### config.mk
export PLATFORM = sky130hd
export DESIGN_NAME = dvi_scanline_sequencer
export DESIGN_NICKNAME = d
export VERILOG_FILES = /design/src/sv/dvi_ss_pkg.sv /design/src/sv/dvi_scanline_sequencer.sv
export SDC_FILE = /design/constraint.sdc
export NUM_CORES = 1
export LEC_CHECK = 0
export ABC_AREA = 1
export BUFFER_PORTS_ARGS = -buffer_cell sky130_fd_sc_hd__buf_2
export CAP_MARGIN = 20
export CORE_AREA = 3 3 163 165
export CTS_CLUSTER_SIZE = 12
export DETAILED_ROUTE_END_ITERATION = 6
export DIE_AREA = 0 0 166 168
export PLACE_DENSITY_LB_ADDON = 0.1
export SKIP_LAST_GASP = 1
export SLEW_MARGIN = 15
export SYNTH_ARGS = -nofsm -noshare
export SYNTH_HDL_FRONTEND = slang
export SYNTH_SLANG_ARGS = --single-unit
### constraint.sdc
create_clock -name clk_i -period 6.56 [get_ports clk_i]
set_input_delay 1.312 -clock clk_i [delete_from_list [all_inputs] [get_ports clk_i]]
set_output_delay 1.312 -clock clk_i [all_outputs]
set_load 0.05 [all_outputs]
### src/sv/dvi_ss_pkg.sv
// Package for the DVI scanline sequencer: item structs, list kinds, op codes,
// configuration register indexes and word counts. No dependencies.
`timescale 1ns / 1ps

package dvi_ss_pkg;

  typedef enum logic {
    OP_XFER_DONE = 1'b0,
    OP_PIXEL     = 1'b1
  } op_e;

  typedef enum logic [1:0] {
    KIND_SYNC_ON  = 2'd0,
    KIND_SYNC_OFF = 2'd1,
    KIND_COMMANDS = 2'd2,
    KIND_PIXELS   = 2'd3
  } list_kind_e;

  typedef enum logic [2:0] {
    REG_DIM_ENABLE   = 3'd0,
    REG_FRONT_PORCH  = 3'd1,
    REG_SYNC_LINES   = 3'd2,
    REG_BACK_PORCH   = 3'd3,
    REG_ACTIVE_LINES = 3'd4,
    REG_ACTIVE_PIX   = 3'd5
  } cfg_reg_e;

  localparam int unsigned CfgIdxW  = 3;
  localparam int unsigned CfgDataW = 11;

  localparam logic [9:0] BlankWords = 10'd7;
  localparam logic [9:0] CmdWords   = 10'd9;

  // Register reset values
  localparam logic [7:0]  RstFrontPorch  = 8'd1;
  localparam logic [7:0]  RstSyncLines   = 8'd3;
  localparam logic [7:0]  RstBackPorch   = 8'd16;
  localparam logic [9:0]  RstActiveLines = 10'd480;
  localparam logic [10:0] RstActivePix   = 11'd640;
  localparam logic [10:0] RstScanline    = 11'd2;

  typedef struct packed {
    op_e         op;
    logic [15:0] pixel_in;
  } in_item_t;

  typedef struct packed {
    logic        reload_channel;
    list_kind_e  list_kind;
    logic [9:0]  transfer_words;
    logic        line_buffer_sel;
    logic        in_vblank;
    logic [31:0] frame_count;
    logic        load_valid;
    logic [8:0]  load_row;
    logic        load_buffer;
    logic        load_dim;
    logic [31:0] pixel_word;
  } out_item_t;

endpackage

### src/sv/dvi_scanline_sequencer.sv
// Top level of the DVI scanline sequencer: vertical line sequencing for a
// ping-pong scanout and the RGB555 dimming pixel path. Uses dvi_ss_pkg.
`timescale 1ns / 1ps

// Channel  Direction  Handshake                  Payload
// in       input      in_valid_i / in_stall_o    dvi_ss_pkg::in_item_t
// out      output     out_valid_o / out_stall_i  dvi_ss_pkg::out_item_t
// cfg      input      cfg_valid_i / cfg_ready_o  cfg_index_i, cfg_data_i
//
// One item per cycle sustained while in_stall_o is low. The item is handled
// by one pass of logic into the output register, or into the skid register
// while the output is stalled; the state registers update on the same edge,
// so back-to-back items chain. The skid catches one result; in_stall_o
// rises only when the skid is full. Reset is asynchronous, active low, and
// brings the timing registers to 1/3/16/480/640 and the scanline to 2.
module dvi_scanline_sequencer (
  input  logic                                 clk_i,
  input  logic                                 rst_ni,
  // item input
  input  logic                                 in_valid_i,
  output logic                                 in_stall_o,
  input  dvi_ss_pkg::in_item_t                 in_data_i,
  // result output
  output logic                                 out_valid_o,
  input  logic                                 out_stall_i,
  output dvi_ss_pkg::out_item_t                out_data_o,
  // register writes
  input  logic                                 cfg_valid_i,
  output logic                                 cfg_ready_o,
  input  logic [dvi_ss_pkg::CfgIdxW-1:0]       cfg_index_i,
  input  logic [dvi_ss_pkg::CfgDataW-1:0]      cfg_data_i
);
  import dvi_ss_pkg::*;

  // ---------------------------------------------------------------------
  // Configuration registers, plus derived line sums kept in registers.
  // The sums are loaded from the next register values, so they update on
  // the same edge as the registers they are summed from.
  // ---------------------------------------------------------------------
  logic        dim_q,   dim_d;
  logic [7:0]  fp_q,    fp_d;
  logic [7:0]  sync_q,  sync_d;
  logic [7:0]  bp_q,    bp_d;
  logic [9:0]  al_q,    al_d;
  logic [10:0] ap_q,    ap_d;
  logic [8:0]  fs_q,    fs_d;     // front + sync
  logic [9:0]  blank_q, blank_d;  // front + sync + back
  logic [10:0] total_q, total_d;  // blank + active lines
  logic        cfg_we;

  assign cfg_ready_o = 1'b1;
  assign cfg_we      = cfg_valid_i & cfg_ready_o;

  always_comb begin
    dim_d  = dim_q;
    fp_d   = fp_q;
    sync_d = sync_q;
    bp_d   = bp_q;
    al_d   = al_q;
    ap_d   = ap_q;
    if (cfg_we) begin
      case (cfg_reg_e'(cfg_index_i))
        REG_DIM_ENABLE:   dim_d  = cfg_data_i[0];
        REG_FRONT_PORCH:  fp_d   = cfg_data_i[7:0];
        REG_SYNC_LINES:   sync_d = cfg_data_i[7:0];
        REG_BACK_PORCH:   bp_d   = cfg_data_i[7:0];
        REG_ACTIVE_LINES: al_d   = cfg_data_i[9:0];
        REG_ACTIVE_PIX:   ap_d   = cfg_data_i[10:0];
        default: ;  // unmapped index, write dropped
      endcase
    end
    fs_d    = {1'b0, fp_d} + {1'b0, sync_d};
    blank_d = {1'b0, fs_d} + {2'b00, bp_d};
    total_d = {1'b0, blank_d} + {1'b0, al_d};
  end

  always_ff @(posedge clk_i or negedge rst_ni) begin
    if (!rst_ni) begin
      dim_q   <= 1'b0;
      fp_q    <= RstFrontPorch;
      sync_q  <= RstSyncLines;
      bp_q    <= RstBackPorch;
      al_q    <= RstActiveLines;
      ap_q    <= RstActivePix;
      fs_q    <= {1'b0, RstFrontPorch} + {1'b0, RstSyncLines};
      blank_q <= {2'b00, RstFrontPorch} + {2'b00, RstSyncLines} + {2'b00, RstBackPorch};
      total_q <= {3'b000, RstFrontPorch} + {3'b000, RstSyncLines}
               + {3'b000, RstBackPorch} + {1'b0, RstActiveLines};
    end else begin
      dim_q   <= dim_d;
      fp_q    <= fp_d;
      sync_q  <= sync_d;
      bp_q    <= bp_d;
      al_q    <= al_d;
      ap_q    <= ap_d;
      fs_q    <= fs_d;
      blank_q <= blank_d;
      total_q <= total_d;
    end
  end

  // ---------------------------------------------------------------------
  // Handshake: output register plus one skid entry.
  // ---------------------------------------------------------------------
  logic      out_valid_q, out_valid_d;
  logic      skid_valid_q, skid_valid_d;
  out_item_t out_q, out_d;
  out_item_t skid_q, skid_d;
  logic      in_fire, out_fire;

  assign in_stall_o  = skid_valid_q;
  assign in_fire     = in_valid_i & ~skid_valid_q;
  assign out_fire    = out_valid_q & ~out_stall_i;
  assign out_valid_o = out_valid_q;
  assign out_data_o  = out_q;

  // ---------------------------------------------------------------------
  // Sequencer state
  // ---------------------------------------------------------------------
  logic [10:0] scan_q,   scan_d;
  logic        pong_q,   pong_d;
  logic        cmd_q,    cmd_d;
  logic        vb_q,     vb_d;
  logic [31:0] frames_q, frames_d;

  // visibility of the current scanline (pixel dimming)
  logic [10:0] cur_off;
  logic        cur_vis;
  // next scanline and its visibility (load request)
  logic [11:0] nx;
  logic [10:0] new_off;
  logic        new_vis;
  logic        advance;
  logic [15:0] pix;
  out_item_t   res;

  assign cur_off = scan_q - {1'b0, blank_q};
  assign cur_vis = (scan_q >= {1'b0, blank_q}) && (cur_off < {1'b0, al_q});

  always_comb begin
    res      = '0;
    scan_d   = scan_q;
    pong_d   = pong_q;
    cmd_d    = cmd_q;
    vb_d     = vb_q;
    frames_d = frames_q;
    nx       = '0;
    new_off  = '0;
    new_vis  = 1'b0;
    advance  = 1'b0;
    pix      = in_data_i.pixel_in;

    if (in_data_i.op == OP_PIXEL) begin
      // odd visible line with dimming: halve each 5-bit component, drop bit 15
      if (dim_q && cur_vis && cur_off[0]) begin
        pix = {2'b00, in_data_i.pixel_in[14:11], 1'b0, in_data_i.pixel_in[9:6],
               1'b0, in_data_i.pixel_in[4:1]};
      end
      res.pixel_word = {pix, pix};
    end else begin
      res.reload_channel = pong_q;
      pong_d             = ~pong_q;
      if (scan_q >= {3'b000, fp_q} && scan_q < {2'b00, fs_q}) begin
        res.list_kind      = KIND_SYNC_ON;
        res.transfer_words = BlankWords;
        vb_d               = 1'b1;
      end else if (scan_q < {1'b0, blank_q}) begin
        res.list_kind      = KIND_SYNC_OFF;
        res.transfer_words = BlankWords;
        vb_d               = 1'b1;
      end else if (!cmd_q) begin
        res.list_kind      = KIND_COMMANDS;
        res.transfer_words = CmdWords;
        cmd_d              = 1'b1;
        vb_d               = 1'b0;
      end else begin
        res.list_kind       = KIND_PIXELS;
        res.transfer_words  = ap_q[10:1];
        res.line_buffer_sel = scan_q[0];
        cmd_d               = 1'b0;
      end

      // every list ends the scanline unless the command flag is set (after the command list)
      advance = ~cmd_d;
      if (advance) begin
        nx = {1'b0, scan_q} + 12'd1;
        // compare-and-clear also covers a scanline left past the total
        if (nx >= {1'b0, total_q}) begin
          nx = '0;
        end
        scan_d = nx[10:0];
        if (scan_d == '0) begin
          frames_d = frames_q + 32'd1;
        end
        new_off = scan_d - {1'b0, blank_q};
        new_vis = (scan_d >= {1'b0, blank_q}) && (new_off < {1'b0, al_q});
        if (new_vis) begin
          res.load_valid  = 1'b1;
          res.load_row    = new_off[9:1];
          res.load_buffer = scan_d[0];
          res.load_dim    = dim_q & new_off[0];
        end
      end
    end
    res.in_vblank   = vb_d;
    res.frame_count = frames_d;
  end

  always_ff @(posedge clk_i or negedge rst_ni) begin
    if (!rst_ni) begin
      scan_q   <= RstScanline;
      pong_q   <= 1'b0;
      cmd_q    <= 1'b0;
      vb_q     <= 1'b0;
      frames_q <= '0;
    end else if (in_fire) begin
      scan_q   <= scan_d;
      pong_q   <= pong_d;
      cmd_q    <= cmd_d;
      vb_q     <= vb_d;
      frames_q <= frames_d;
    end
  end

  // output / skid steering
  always_comb begin
    out_valid_d  = out_valid_q;
    skid_valid_d = skid_valid_q;
    out_d        = out_q;
    skid_d       = skid_q;
    if (!out_valid_q || out_fire) begin
      if (skid_valid_q) begin
        out_d        = skid_q;
        out_valid_d  = 1'b1;
        skid_valid_d = 1'b0;
      end else begin
        out_d       = res;
        out_valid_d = in_fire;
      end
    end else if (in_fire) begin
      skid_d       = res;
      skid_valid_d = 1'b1;
    end
  end

  always_ff @(posedge clk_i or negedge rst_ni) begin
    if (!rst_ni) begin
      out_valid_q  <= 1'b0;
      skid_valid_q <= 1'b0;
    end else begin
      out_valid_q  <= out_valid_d;
      skid_valid_q <= skid_valid_d;
    end
  end

  always_ff @(posedge clk_i) begin
    out_q  <= out_d;
    skid_q <= skid_d;
  end

  // ---------------------------------------------------------------------
  // Assertions
  // ---------------------------------------------------------------------
  // skid only fills behind a held output
  a_skid_behind_out: assert property (@(posedge clk_i) disable iff (!rst_ni)
    skid_valid_q |-> out_valid_q)
    else $error("skid entry without a valid output");

  // pixel transfers never touch the line sequencing state
  a_pixel_keeps_state: assert property (@(posedge clk_i) disable iff (!rst_ni)
    (in_fire && in_data_i.op == OP_PIXEL) |=>
      ($stable(scan_q) && $stable(pong_q) && $stable(frames_q) && $stable(cmd_q)))
    else $error("pixel transfer changed sequencer state");

  // a transfer-done always swaps the ping-pong channel
  a_pong_toggles: assert property (@(posedge clk_i) disable iff (!rst_ni)
    (in_fire && in_data_i.op == OP_XFER_DONE) |=> (pong_q != $past(pong_q)))
    else $error("channel did not alternate");

endmodule

Word level (Yosys, flattened, before mapping)
Cells that the tools add are included.
- bits of input ports: 36
- bits in registers: 306
- muxes and demuxes: 38
- reductions and logical operators: 15
- $add $sub $neg: 7
- bitwise gates (word level): 9
- magnitude comparators: 8
- eq/ne operators: 5
- operators by type and width (kind ; number):
    32-bit 2-to-1 mux ; 4
    91-bit 2-to-1 mux ; 1
    12-bit 2-to-1 mux ; 5
    8-bit 2-to-1 mux ; 6
    11-bit 2-to-1 mux ; 4
    11-bit by 10-bit less-than comparator with 1-bit output ; 3
    32-bit by 1-bit adder with 32-bit output, second input constant ; 1
    11-bit by 10-bit greater-or-equal comparator with 1-bit output ; 2
    11-bit by 10-bit subtractor with 11-bit output ; 2
    10-bit 2-to-1 mux ; 2
    16-bit 2-to-1 mux ; 1
    1-bit 2-to-1 mux ; 14
    14-bit 2-to-1 mux ; 1
    11-bit by 1-bit adder with 12-bit output, second input constant ; 1
    12-bit by 11-bit greater-or-equal comparator with 1-bit output ; 1
    10-bit by 10-bit adder with 11-bit output ; 1
    11-bit by 8-bit greater-or-equal comparator with 1-bit output ; 1
    11-bit logical NOT ; 1
    11-bit by 9-bit less-than comparator with 1-bit output ; 1
    9-bit by 8-bit adder with 10-bit output ; 1
    8-bit by 8-bit adder with 9-bit output ; 1
    2-bit AND reduction ; 4
    3-bit by 2-bit equality test with 1-bit output, second input constant ; 2
    3-bit equality test, second input constant ; 2
    other kinds (9) ; 20

Logic depth before layout (Yosys ltp)
- word-level depth: 13
- gate-level depth with buffers: 36
- depth with buffers taken out: 34

Least setup slack after synthesis
No wires, ideal clock.
- path kind: input to register
- start point: in out_stall_i
- end point: reg skid_q[15] (netlist name) (enable)
- buffers on the path: 0
- cell stages on the path: 2
- arrival time: 6.380 ns
- setup slack: -0.329 ns
- path through: nand2_1 > nor2_1
- cells in the longest elaborated chain, start to end: 5
- ends and longest elaborated chain (what ; line ; RTL):
    start: declaration ; dvi_scanline_sequencer.sv:25 ; input logic out_stall_i,
    1-bit NOT ; dvi_scanline_sequencer.sv:113 ; assign out_fire = out_valid_q & ~out_stall_i;
    1-bit AND ; dvi_scanline_sequencer.sv:113 ;
    1-bit logical OR ; dvi_scanline_sequencer.sv:231 ; if (!out_valid_q || out_fire) begin
    1-bit NOT (no line) ; -- ;
    2-bit AND reduction (no line) ; -- ;
    end signal: assignment ; dvi_scanline_sequencer.sv:258 ; skid_q <= skid_d;
    end: declaration ; dvi_scanline_sequencer.sv:108 ; out_item_t skid_q, skid_d;
Every way passes these cells.
A chain may end at the register's enable or synchronous reset.

==> impl_metrics.env <==
export IMPL_status="finished, final reports clean"
export IMPL_grt_pass1_vias=12100
export IMPL_combPwrFrac_pct=52.3
export IMPL_synth_compound_area_share_pct=5.87
export IMPL_slew_headroom_pct=36.8
export IMPL_gp_congestion=0.921
export IMPL_fin_nets=1992
export IMPL_final_area_um2=17000
export IMPL_setup_tns_ps=0
export IMPL_wl_mm=37.5
export IMPL_die_w_um=166
export IMPL_grt_pass1_wl_mm=61.5
export IMPL_drive_above_1_share_pct=13.8
export IMPL_syn_nets=1896
export IMPL_r2r_cells=31
export IMPL_ys_seq_area_share_pct=49.5
export IMPL_cts_root_buf="clkbuf_16"
export IMPL_diodes=0
export IMPL_clockPowerShare_pct=18.9
export IMPL_crit_required_ps=6950
export IMPL_worst_setup_path_end_kind="register"
export IMPL_pre_cts_ws_ps=573
export IMPL_placed_area_um2=16100
export IMPL_hold_viol_final=0
export IMPL_start_util_pct=61.0
export IMPL_fmax_mhz=166
export IMPL_vias=12300
export IMPL_synth_seq_cells=273
export IMPL_reg2reg_from="scan_q[1]"
export IMPL_ff2ff_setup_slack_ps=550
export IMPL_fillers=2014
export IMPL_cts_htree_levels=1
export IMPL_period_needed_ps=6010
export IMPL_critPathKind="reg -> reg"
export IMPL_worstPathArrival_ps=6410
export IMPL_yosys_area_share_adder_pct=8.30
export IMPL_crit_buf_inv=3
export IMPL_coreArea_um2=25200
export IMPL_grt_max_degree=77
export IMPL_fin_cells=2210
export IMPL_power_mw=8.11
export IMPL_worstSetupStartpointType="register"
export IMPL_crit_fanout=13
export IMPL_cts_tree="yes"
export IMPL_hpwlAfterDp_mm=26.7
export IMPL_drv_slew=0
export IMPL_synth_mux_area_fraction_pct=0.0733
export IMPL_cts_buffers=29
export IMPL_seqPwrFrac_pct=28.8
export IMPL_place_port_buffers=128
export IMPL_period_share_pct=91.7
export IMPL_ant_nets=0
export IMPL_yosysWarnings=0
export IMPL_viasPerCell=5.57
export IMPL_antenna_found_initial=0
export IMPL_timing_critical_path_mode_cell="nand2_1"
export IMPL_clk_pin_slew_ps=60
export IMPL_p_leak_nw=8.35
export IMPL_cts_repair_resized=0
export IMPL_vdd_drop_max_v=0.000482
export IMPL_max_cap_violations=0
export IMPL_path_depth=31
export IMPL_synth_xor_area_share_pct=2.34
export IMPL_drc=0
export IMPL_placed_cells=2156
export IMPL_routedWlPerCell_um=17.0
export IMPL_insertion_delay_ps=560
export IMPL_cts_setup_buffers=0
export IMPL_worstReg2RegEnd="skid_q[32]"
export IMPL_synth_top_family_by_area="simple AND/OR/NAND/NOR gates"
export IMPL_cp_top_family="simple AND/OR/NAND/NOR gates"
export IMPL_grt_usage_pct=26.9
export IMPL_cp_startpoint="scan_q[1]"
export IMPL_setup_viol=0
export IMPL_synth_area_um2=15400
export IMPL_synthCells=1761
export IMPL_cts_num_sinks=273
export IMPL_switching_share_pct=46.7
export IMPL_power_switching_mw=3.79
export IMPL_synth_simple_area_share_pct=25.6
export IMPL_die_area_um2=27900
export IMPL_rows=58
export IMPL_avgSynthCellArea_um2=8.73
export IMPL_powerDensity_nw_per_um2=477
export IMPL_skew_ps=10.0
export IMPL_cp_slowest_cell="dfstp_2"
export IMPL_synthToLayoutAreaGrowth_pct=10.7
export IMPL_drt_iter0_drc=1213
export IMPL_ioPinCount=130
export IMPL_drtPass1Iterations=5
export IMPL_die_h_um=168
export IMPL_cts_buffer_depth=3
export IMPL_cpPeakStageDelay_ps=650
export IMPL_max_slew_worst_pin_slew_ps=948
export IMPL_grt_overflow=0
export IMPL_min_path_type="reg -> reg"
export IMPL_p_int_mw=4.32
export IMPL_rsz0062_at_grt="no"
export IMPL_crit_end="skid_q[32]"
export IMPL_ctsHoldBuffers=0
export IMPL_ys_types=49
export IMPL_finalWorstSetupSlack_ps=546
Yosys cell counts, drive strengths merged:
| cell | count | area share [%] |
|---|---|---|
| xnor2 | 18 | 1.0 |
| a211oi | 3 | 0.15 |
| dfrtp | 103 | 17 |
| o21bai | 5 | 0.24 |
| o211ai | 1 | 0.049 |
| and2 | 20 | 0.81 |
| o31ai | 1 | 0.081 |
| o21a | 1 | 0.049 |
| xor2 | 23 | 1.3 |
| o21ai | 75 | 2.5 |
| mux2 | 1 | 0.073 |
| edfxtp | 150 | 29 |
| nor2 | 112 | 3.4 |
| dfstp | 20 | 3.4 |
| a21o | 4 | 0.20 |
| ha | 94 | 7.7 |
| conb | 1 | 0.024 |
| buf | 41 | 1.9 |
| o221ai | 1 | 0.057 |
| or2 | 2 | 0.081 |
| nand4 | 103 | 4.2 |
| inv | 227 | 5.5 |
| clkinv | 3 | 0.073 |
| fa | 5 | 0.65 |
| nand2 | 524 | 13 |
| clkbuf | 33 | 0.81 |
| a221oi | 1 | 0.057 |
| a31o | 1 | 0.057 |
| nand3 | 90 | 3.1 |
| a21oi | 63 | 2.1 |
| nor4 | 7 | 0.28 |
| nor3 | 19 | 0.65 |
| a31oi | 9 | 0.37 |
power groups by stage:
stage	combinational [mW]	sequential, mW	clock (mW)
floorplan	3.14	2.54	0
global placement	4.10	2.36	0
detailed placement	4.18	2.36	0
CTS	4.21	2.33	1.56
global route	4.72	2.36	1.63
finish	4.24	2.33	1.54
through the flow:
stage / util [%] / hold slack [ps]
floorplan: - / 442
global placement: 64.0 / 458
detailed placement: 64.0 / 458
CTS: 67.6 / 470
global route: 67.6 / 504
finish: 67.6 / 467
layout by cell type, fill, tap and decap left out, types with 18 or more instances in the layout:
| master | Yosys | layout |
|---|---|---|
| nand2_1 | 513 | 512 |
| inv_1 | 217 | 217 |
| edfxtp_1 | 150 | 150 |
| buf_2 | 12 | 127 |
| nand4_1 | 102 | 102 |
| dfrtp_1 | 103 | 102 |
| ha_1 | 94 | 94 |
| nor2_1 | 89 | 87 |
| nand3_1 | 86 | 86 |
| o21ai_0 | 69 | 69 |
| a21oi_1 | 62 | 62 |
| clkbuf_16 | 0 | 29 |
| xor2_1 | 23 | 23 |
| and2_1 | 20 | 20 |
| dfstp_2 | 20 | 20 |
| xnor2_1 | 18 | 18 |
| nor2_2 | 17 | 18 |
| nor3_1 | 18 | 18 |
worst min-delay path by stage:
| stage | from | to | slack (ps) | cells after the start |
|---|---|---|---|---|
| 6_report | pong_q | pong_q | 470 | 1 |
| 5_1_grt | pong_q | pong_q | 500 | 1 |
| 4_1_cts | pong_q | pong_q | 470 | 1 |
| 3_5_place_dp | pong_q | pong_q | 460 | 1 |
| 3_3_place_gp | pong_q | pong_q | 460 | 1 |
| 2_1_floorplan | pong_q | pong_q | 440 | 1 |
worst reg2reg max path, delay by kind of cell, from the launching register on:
kind,cells,cell delay (ps)
AO/OA/AOI/OAI,5,870
XOR/XNOR,2,570
adder cells (fa/ha/maj),4,1020
buffers and inverters,3,210
flip-flops,1,650
AND/OR/NAND/NOR,17,2520
flip-flops by register name, indices dropped and copies added (netlist names):
signal,count
vb_q,1
blank_q,10
total_q,11
al_q,10
cmd_q,1
pong_q,1
scan_q,11
frames_q,32
skid_q,75
dim_q,1
out_data_o,75
in_stall_o,1
sync_q,8
bp_q,8
out_valid_o,1
fs_q,9
fp_q,8
ap_q,10
logic make-up (layout without fill, tap and decap cells):
family | count (synthesis) | count (layout)
AOI/OAI and AO/OA | 165 | 165
xor gates and xnor gates | 41 | 41
adders and majority gates | 99 | 99
buffers and inverters | 304 | 423
DFF | 273 | 273
muxes | 1 | 1
other | 1 | 1
and+or+nand+nor | 877 | 877
layout make-up:
type                       count  area (um2)  area share [%]
clock buffer                  45         836            4.91
clock inverter                 9        57.6           0.338
inverter                     230         863            5.07
multi-input combinational   1184        6500            38.2
sequential                   273        7610            44.7
tap                          330         413            2.43
timing repair buffer         139         738            4.34
metal layers:
layer	vias up	routed length, um	track usage (%)
met5	-	0	0
met4	0	1160	8.61
met3	76	2650	4.72
met2	444	17600	44.3
met1	5780	16100	36.7
li1	6012	-	-
Power figures use the tool's default switching activity.
